File: src/hdl/spq_pkg.sv
package spq_pkg;

  localparam int QUEUE_DEPTH   = 16;
  localparam int PRIORITY_BITS = 16;
  localparam int TAG_BITS      = 32;
  localparam int COUNT_BITS    = $clog2(QUEUE_DEPTH + 1);

  typedef logic signed [PRIORITY_BITS-1:0] pri_t;
  typedef logic        [TAG_BITS-1:0]      tag_t;
  typedef logic        [COUNT_BITS-1:0]    count_t;

  typedef enum logic [1:0] {
    STATUS_DONE  = 2'd0,
    STATUS_EMPTY = 2'd1,
    STATUS_FULL  = 2'd2
  } status_t;

  typedef enum logic {
    OP_INSERT = 1'b0,
    OP_DELETE = 1'b1
  } op_t;

  typedef struct packed {
    logic ins;
    logic del;
  } spq_cmd_t;

endpackage

File: src/hdl/spq_cell.sv
module spq_cell (
  input  logic              clk,
  input  logic              rst_n,
  input  spq_pkg::spq_cmd_t cmd,
  input  logic              head_cell,
  input  spq_pkg::pri_t     new_pri,
  input  spq_pkg::tag_t     new_tag,
  input  logic              left_ahead,
  input  logic              left_valid,
  input  spq_pkg::pri_t     left_pri,
  input  spq_pkg::tag_t     left_tag,
  input  logic              right_valid,
  input  spq_pkg::pri_t     right_pri,
  input  spq_pkg::tag_t     right_tag,
  output logic              ahead,
  output logic              valid,
  output spq_pkg::pri_t     pri,
  output spq_pkg::tag_t     tag
);
  import spq_pkg::*;

  logic valid_r, valid_nxt;
  pri_t pri_r, pri_nxt;
  tag_t tag_r, tag_nxt;

  // head keeps its place on a tie, later cells yield to an equal newcomer
  assign ahead = valid_r && (head_cell ? (pri_r >= new_pri) : (pri_r > new_pri));

  always_comb begin
    valid_nxt = valid_r;
    pri_nxt   = pri_r;
    tag_nxt   = tag_r;
    if (cmd.ins && !ahead) begin
      valid_nxt = 1'b1;
      if (left_ahead) begin
        pri_nxt = new_pri;
        tag_nxt = new_tag;
      end else begin
        valid_nxt = left_valid;
        pri_nxt   = left_pri;
        tag_nxt   = left_tag;
      end
    end else if (cmd.del) begin
      valid_nxt = right_valid;
      pri_nxt   = right_pri;
      tag_nxt   = right_tag;
    end
  end

  always_ff @(posedge clk) begin
    if (!rst_n) begin
      valid_r <= 1'b0;
    end else begin
      valid_r <= valid_nxt;
    end
  end

  always_ff @(posedge clk) begin
    pri_r <= pri_nxt;
    tag_r <= tag_nxt;
  end

  assign valid = valid_r;
  assign pri   = pri_r;
  assign tag   = tag_r;

endmodule

File: src/hdl/sorted_priority_queue.sv
// Max-first priority queue of QUEUE_DEPTH entries held in a row of cells, one
// entry per cell in non-increasing priority order. A word is taken whenever
// start is high; busy stays low, so one insert or delete is accepted every
// cycle. The result is strobed on out_valid in the cycle after acceptance, set
// by the single registered update of the cell row, and cannot be held off by
// the receiver. Count and head fields show the queue after that operation.
module sorted_priority_queue (
  input  logic                   clk,
  input  logic                   rst_n,
  input  logic                   start,
  output logic                   busy,
  input  logic                   in_op,
  input  spq_pkg::pri_t          in_new_priority,
  input  spq_pkg::tag_t          in_new_tag,
  output logic                   out_valid,
  output logic [1:0]             out_status,
  output spq_pkg::pri_t          out_removed_priority,
  output spq_pkg::tag_t          out_removed_tag,
  output spq_pkg::count_t        out_entry_count,
  output spq_pkg::pri_t          out_head_priority,
  output spq_pkg::tag_t          out_head_tag
);
  import spq_pkg::*;

  logic                   accept;
  logic                   full, empty;
  spq_cmd_t               cmd;
  logic [QUEUE_DEPTH-1:0] ahead_v, valid_v;
  pri_t                   pri_v [QUEUE_DEPTH];
  tag_t                   tag_v [QUEUE_DEPTH];

  logic    out_valid_r;
  status_t status_r, status_nxt;
  pri_t    rem_pri_r, rem_pri_nxt;
  tag_t    rem_tag_r, rem_tag_nxt;
  count_t  count_r, count_nxt;

  assign busy   = 1'b0;
  assign accept = start && !busy;
  assign full   = valid_v[QUEUE_DEPTH-1];
  assign empty  = !valid_v[0];

  assign cmd.ins = accept && (op_t'(in_op) == OP_INSERT) && !full;
  assign cmd.del = accept && (op_t'(in_op) == OP_DELETE) && !empty;

  for (genvar i = 0; i < QUEUE_DEPTH; i++) begin : g_cell
    logic l_ahead, l_valid, r_valid;
    pri_t l_pri, r_pri;
    tag_t l_tag, r_tag;

    if (i == 0) begin : g_first
      assign l_ahead = 1'b1;
      assign l_valid = 1'b0;
      assign l_pri   = '0;
      assign l_tag   = '0;
    end else begin : g_mid
      assign l_ahead = ahead_v[i-1];
      assign l_valid = valid_v[i-1];
      assign l_pri   = pri_v[i-1];
      assign l_tag   = tag_v[i-1];
    end

    if (i == QUEUE_DEPTH - 1) begin : g_last
      assign r_valid = 1'b0;
      assign r_pri   = '0;
      assign r_tag   = '0;
    end else begin : g_inner
      assign r_valid = valid_v[i+1];
      assign r_pri   = pri_v[i+1];
      assign r_tag   = tag_v[i+1];
    end

    spq_cell u_cell (
      .clk        (clk),
      .rst_n      (rst_n),
      .cmd        (cmd),
      .head_cell  ((i == 0) ? 1'b1 : 1'b0),
      .new_pri    (in_new_priority),
      .new_tag    (in_new_tag),
      .left_ahead (l_ahead),
      .left_valid (l_valid),
      .left_pri   (l_pri),
      .left_tag   (l_tag),
      .right_valid(r_valid),
      .right_pri  (r_pri),
      .right_tag  (r_tag),
      .ahead      (ahead_v[i]),
      .valid      (valid_v[i]),
      .pri        (pri_v[i]),
      .tag        (tag_v[i])
    );
  end

  always_comb begin
    status_nxt  = STATUS_DONE;
    rem_pri_nxt = '0;
    rem_tag_nxt = '0;
    count_nxt   = count_r;
    if (cmd.ins) begin
      count_nxt = count_r + count_t'(1);
    end else if (cmd.del) begin
      count_nxt   = count_r - count_t'(1);
      rem_pri_nxt = pri_v[0];
      rem_tag_nxt = tag_v[0];
    end else if (accept && (op_t'(in_op) == OP_INSERT)) begin
      status_nxt = STATUS_FULL;
    end else if (accept) begin
      status_nxt = STATUS_EMPTY;
    end
  end

  always_ff @(posedge clk) begin
    if (!rst_n) begin
      out_valid_r <= 1'b0;
      count_r     <= '0;
    end else begin
      out_valid_r <= accept;
      count_r     <= count_nxt;
    end
  end

  always_ff @(posedge clk) begin
    if (accept) begin
      status_r  <= status_nxt;
      rem_pri_r <= rem_pri_nxt;
      rem_tag_r <= rem_tag_nxt;
    end
  end

  assign out_valid            = out_valid_r;
  assign out_status           = status_r;
  assign out_removed_priority = rem_pri_r;
  assign out_removed_tag      = rem_tag_r;
  assign out_entry_count      = count_r;
  assign out_head_priority    = valid_v[0] ? pri_v[0] : '0;
  assign out_head_tag         = valid_v[0] ? tag_v[0] : '0;

  a_count_matches_cells: assert property (@(posedge clk) disable iff (!rst_n)
    $countones(valid_v) == 32'(count_r))
    else $error("entry count disagrees with occupied cells");

  a_cells_packed: assert property (@(posedge clk) disable iff (!rst_n)
    ((valid_v & ~{valid_v[QUEUE_DEPTH-2:0], 1'b1}) == '0))
    else $error("occupied cells are not contiguous from the head");

  a_head_order: assert property (@(posedge clk) disable iff (!rst_n)
    valid_v[1] |-> (pri_v[0] >= pri_v[1]))
    else $error("head cell out of order");

  a_strobe_follows_accept: assert property (@(posedge clk) disable iff (!rst_n)
    accept |=> out_valid)
    else $error("accepted word produced no result");

endmodule

File: config.mk
export PLATFORM = sky130hd
export DESIGN_NAME = sorted_priority_queue
export DESIGN_NICKNAME = d
export VERILOG_FILES = /design/src/hdl/spq_pkg.sv /design/src/hdl/spq_cell.sv /design/src/hdl/sorted_priority_queue.sv
export SDC_FILE = /design/constraint.sdc
export NUM_CORES = 2
export LEC_CHECK = 0
export BUFFER_PORTS_ARGS = -buffer_cell sky130_fd_sc_hd__buf_2
export CORE_ASPECT_RATIO = 0.75
export CORE_MARGIN = 2
export CORE_UTILIZATION = 35
export DETAILED_ROUTE_END_ITERATION = 16
export MAX_ROUTING_LAYER = met4
export PLACE_DENSITY = 0.46
export SLEW_MARGIN = 0
export SYNTH_ARGS = -nofsm -noshare
export SYNTH_HDL_FRONTEND = slang
export SYNTH_HIERARCHICAL = 1
export SYNTH_SLANG_ARGS = --single-unit
File: constraint.sdc
create_clock -name clk -period 4.2 [get_ports clk]
set_clock_uncertainty 0.2 [all_clocks]
set_input_delay 0.21 -clock clk [delete_from_list [all_inputs] [get_ports clk]]
set_output_delay 0.21 -clock clk [all_outputs]
set_load 0.01 [all_outputs]
# Word-level counts from Yosys, hierarchy flattened
# Index checks and enable logic that the tools add are counted.
# totals
regBits,840
input_bits,52
output_inout_bits,105
# classes
addsub,2
order_cmp,16
muxes,146
n_bitwise,2
n_reduce_logical,72
# ops
op,count
two-way mux 32 bit,48
two-way mux 16 bit,48
> comparator 16 bit,15
two-way mux 1 bit,47
logical AND 1 bit,36
nonzero test 2 bit,17
logical NOT 1 bit,17
>= comparator 16 bit,1
two-way mux 5 bit,2
"adder 5 x 1 -> 5 bit, second input constant",1
"subtractor 5 x 1 -> 5 bit, second input constant",1
OR reduction 2 bit,2
two-way mux 2 bit,1
inverter 1 bit,2

# Longest topological paths before layout
# depth
word_depth,5
mapped_depth,12
mapped_depth_nobuf,10

# Modules after synthesis
# Netlist, hierarchy kept.
# modules_own_cells
module,n_inst,cells_per_inst,area_each_um2,seq_area_each_um2
spq_cell (g_cell[1].u_cell ...),9,227,3124.2,1461.4
spq_cell (g_cell[0].u_cell ...),7,223,3286.9,1461.4
sorted_priority_queue,1,202,2555.0,1621.6

# Least setup slack after synthesis
# No wires, ideal clock.
# synth_timing
path_kind,register -> register
start,register g_cell[0].u_cell.pri_r[13]
end,"register g_cell[1].u_cell.pri_r[12], data pin"
arrival_time_ps,3127
setup_slack_ps,611
path_stages_with_launch,12
path_buffers,2
synth_period_minus_slack_ps,3589
cell_sequence,edfxtp_1 > ha_1 > nand4_1 > nor4_2 > o21ai_1 > and4b_1 > o21a_1 > nor2_1 > buf_1 > clkbuf_1 > mux2_2 > mux2_1
# synth_between
elab_chain_cells,4
# synth_rtl
element,line_no,text
start: declaration,spq_cell.sv:23,"pri_t pri_r, pri_nxt;"
start signal: assignment,spq_cell.sv:59,pri_r <= pri_nxt;
>= comparator 16 bit,spq_cell.sv:27,assign ahead = valid_r && (head_cell ? (pri_r >= new_pri) : (pri_r > new_pri));
logical AND 1 bit,spq_cell.sv:27,
net ahead_v[0],sorted_priority_queue.sv:28,"logic [QUEUE_DEPTH-1:0] ahead_v, valid_v;"
two-way mux 16 bit,spq_cell.sv:35,if (left_ahead) begin
two-way mux 16 bit,spq_cell.sv:33,if (cmd.ins && !ahead) begin
net g_cell[1].u_cell.pri_nxt[12],spq_cell.sv:23,
end signal: assignment,spq_cell.sv:59,
end: declaration,spq_cell.sv:23,
# The timed path passes the listed nets, and every way through them passes these cells.
# A chain may end at the register's enable or synchronous reset.

# Final worst setup path
# layout_timing
start,register g_cell[3].u_cell.pri_r[5]
end,"register g_cell[4].u_cell.tag_r[11], data pin"
# layout_between
elab_chain_cells,4
# layout_rtl
element,line_no,text
start: declaration,spq_cell.sv:23,
start signal: assignment,spq_cell.sv:59,
> comparator 16 bit,spq_cell.sv:27,
logical AND 1 bit,spq_cell.sv:27,
net ahead_v[3],sorted_priority_queue.sv:28,
two-way mux 32 bit,spq_cell.sv:35,
two-way mux 32 bit,spq_cell.sv:33,
net g_cell[4].u_cell.tag_nxt[11],spq_cell.sv:24,"tag_t tag_r, tag_nxt;"
end signal: assignment,spq_cell.sv:60,tag_r <= tag_nxt;
end: declaration,spq_cell.sv:24,
# The timed path passes the listed nets, and every way through them passes these cells.

==> impl_metrics.env <==
export IMPL_critPathTopFamily="compound AO/OA/AOI/OAI gates"
export IMPL_track_usage_pct=17.7
export IMPL_setup_viol=0
export IMPL_period_share_pct=84.8
export IMPL_cap_violations=0
export IMPL_maxUsedRoutingLayer="met4"
export IMPL_drc=0
export IMPL_path_max_fanout=40
export IMPL_viasPerCell=4.91
export IMPL_syn_inst=3803
export IMPL_drt_first_pass_iters=5
export IMPL_num_nets_final=4463
export IMPL_grt_start_max_net_pins=51
export IMPL_fill_cells=14300
export IMPL_final_core_util_pct=40.0
export IMPL_cp_required_ns=4.45
export IMPL_cp_common_cell="mux2_2"
export IMPL_cp_start_kind="flip-flop"
export IMPL_hold_class="in2reg"
export IMPL_grt_pass1_wl_mm=207
export IMPL_layout_drive_gt1_share_pct=46.6
export IMPL_clkSinkCount=840
export IMPL_num_vias=30700
export IMPL_die_area_sq_um=157000
export IMPL_finalMaxSlewViolations=0
export IMPL_postRouteAntennaNets=0
export IMPL_max_stage_delay_ns=0.46
export IMPL_yosysWarnings=6
export IMPL_crit_chain="ha_1, a41oi_1, o21ai_0, a221oi_1, and4b_4, a21oi_1, o21ai_4, buf_12, mux2_2, mux2_2"
export IMPL_cp_num_buf_inv=1
export IMPL_antenna_found_initial=4
export IMPL_rows=124
export IMPL_core_sq_um=152000
export IMPL_io_buffers=155
export IMPL_timing_setup_tns_ns=0
export IMPL_drt_total_wl_mm=136
export IMPL_start_util_pct=35.2
export IMPL_rsz0062_at_grt="false"
export IMPL_wl_met3_mm=4.90
export IMPL_wl_per_cell_um=21.8
export IMPL_synth_area_sq_um=53700
export IMPL_cp_slowest_cell="edfxtp_1"
export IMPL_ctsLongestPathBuffers=3
export IMPL_routed_wl_met2_mm=48.7
export IMPL_met1_length_mm=80.2
export IMPL_whs_path_depth=3
export IMPL_holdWs_ns=0.107
export IMPL_outcome="complete, no violations"
export IMPL_slew_headroom_pct=39.1
export IMPL_die_x_um=456
export IMPL_cts_tree="built"
export IMPL_critPathKind="reg2reg"
export IMPL_clk_pin_slew_ns=0.06
export IMPL_place_congestion=0.766
export IMPL_p_leak_uw=0.0231
export IMPL_grt_pass1_vias=31100
export IMPL_ff2ff_path_depth=10
export IMPL_post_cts_resized=0
export IMPL_drt_iter0_drc=2261
export IMPL_globalRouteOverflowTotal=0
export IMPL_htree_levels=3
export IMPL_worst_pin_slew_ns=0.913
export IMPL_avgSynthCellArea_sq_um=14.1
export IMPL_die_h_um=343
export IMPL_cts_root_buf="clkbuf_16"
export IMPL_cp_end_kind="flip-flop"
export IMPL_power_density_nw_per_um2=376
export IMPL_io_pins=157
export IMPL_clock_fmax_ghz=0.281
export IMPL_postCtsSetupBuffers=0
export IMPL_final_hold_viol_count=0
export IMPL_area_delta_synth_final_pct=13.7
export IMPL_ir_drop_v=0.000291
export IMPL_cts_buffers=96
export IMPL_crit_arrival_ns=3.81
export IMPL_cp_depth=10
export IMPL_dp_hpwl_mm=102
export IMPL_clkLatencyLatePin_ns=0.70
export IMPL_period_needed_ns=3.56
==> layout by cell type, fill, tap and decap left out, types with 10 or more instances in the layout <==
cell type	instances
inv_1	284
nor2_1	35
mux2_1	63
nand4_1	64
o21bai_1	10
clkbuf_1	24
o211ai_1	25
nand2_1	104
nand2b_1	17
buf_12	43
o21ai_0	61
edfxtp_1	818
mux2_4	336
clkbuf_16	99
nor2b_1	11
or2_2	16
diode_2	15
ha_1	259
mux2_2	1137
clkinv_1	20
dfxtp_1	22
buf_4	102
buf_2	155
mux2i_1	18
and3_1	11
clkinv_2	18
and2_1	99
a21oi_1	98
conb_1	119
==> per-layer routing <==
metal | vias up | global-route usage (%)
met5 | - | -
met4 | 0 | 3.49
met3 | 155 | 2.47
met2 | 516 | 21.6
met1 | 15000 | 29.5
li1 | 15000 | -
==> final cells by class <==
class,count,area [sq um],share of cell area [%]
Multi-Input combinational cell,2625,26900,44.2
Sequential cell,840,25000,41.0
Clock buffer,124,2580,4.23
Tap cell,2016,2520,4.14
Timing Repair Buffer,304,2440,4.00
Inverter,284,1070,1.75
Clock inverter,49,409,0.671
Antenna cell,15,37.5,0.0615
==> path summary, 6_finish.rpt <==
kind	start	slack [ns]	end
hold reg to reg	out_entry_count[3]$_SDFFE_PN0P_	0.31	out_entry_count[3]$_SDFFE_PN0P_
hold / removal	in_new_tag[17]	0.11	g_cell[0].u_cell/tag[17]$_DFFE_PP_
setup / recovery	g_cell[3].u_cell/pri[5]$_DFFE_PP_	0.64	g_cell[4].u_cell/tag[11]$_DFFE_PP_
setup reg to reg	g_cell[3].u_cell/pri[5]$_DFFE_PP_	0.64	g_cell[4].u_cell/tag[11]$_DFFE_PP_
==> report_power, final <==
group | internal, uW | switching (uW)
Combinational | 2060 | 1870
Sequential | 10100 | 502
Clock | 4740 | 3640
Total | 16900 | 6020
==> state kept, by name, indices dropped and copies added (netlist names) <==
register	cells
g_cell.u_cell/tag	512
g_cell.u_cell/pri	256
out_removed_tag	32
g_cell.u_cell/valid	16
out_removed_priority	16
out_entry_count	5
out_status	2
out_valid	1
==> tightest hold or removal path, cell delays in order <==
cell and delay, ns:
buf_2 0.33, mux2_2 0.23, mux2_4 0.13
==> through the flow <==
stage,power (uW),worst slack (ns),area [sq um],instances
5_1_grt,24000,0.432,61000,6244
2_1_floorplan,13400,0.611,54100,3920
3_5_place_dp,14700,0.224,57900,6065
3_3_place_gp,14700,0.242,57900,6065
6_report,22900,0.638,61000,6257
4_1_cts,23200,0.590,61000,6242
==> repair_timing <==
| action | 4_1_cts | 5_1_grt |
|---|---|---|
| setup endpoints to repair | 0 | 0 |
| hold endpoints to repair | 37 | 0 |
| hold buffers | 4 | 0 |
(Power assumes the default switching activity.)
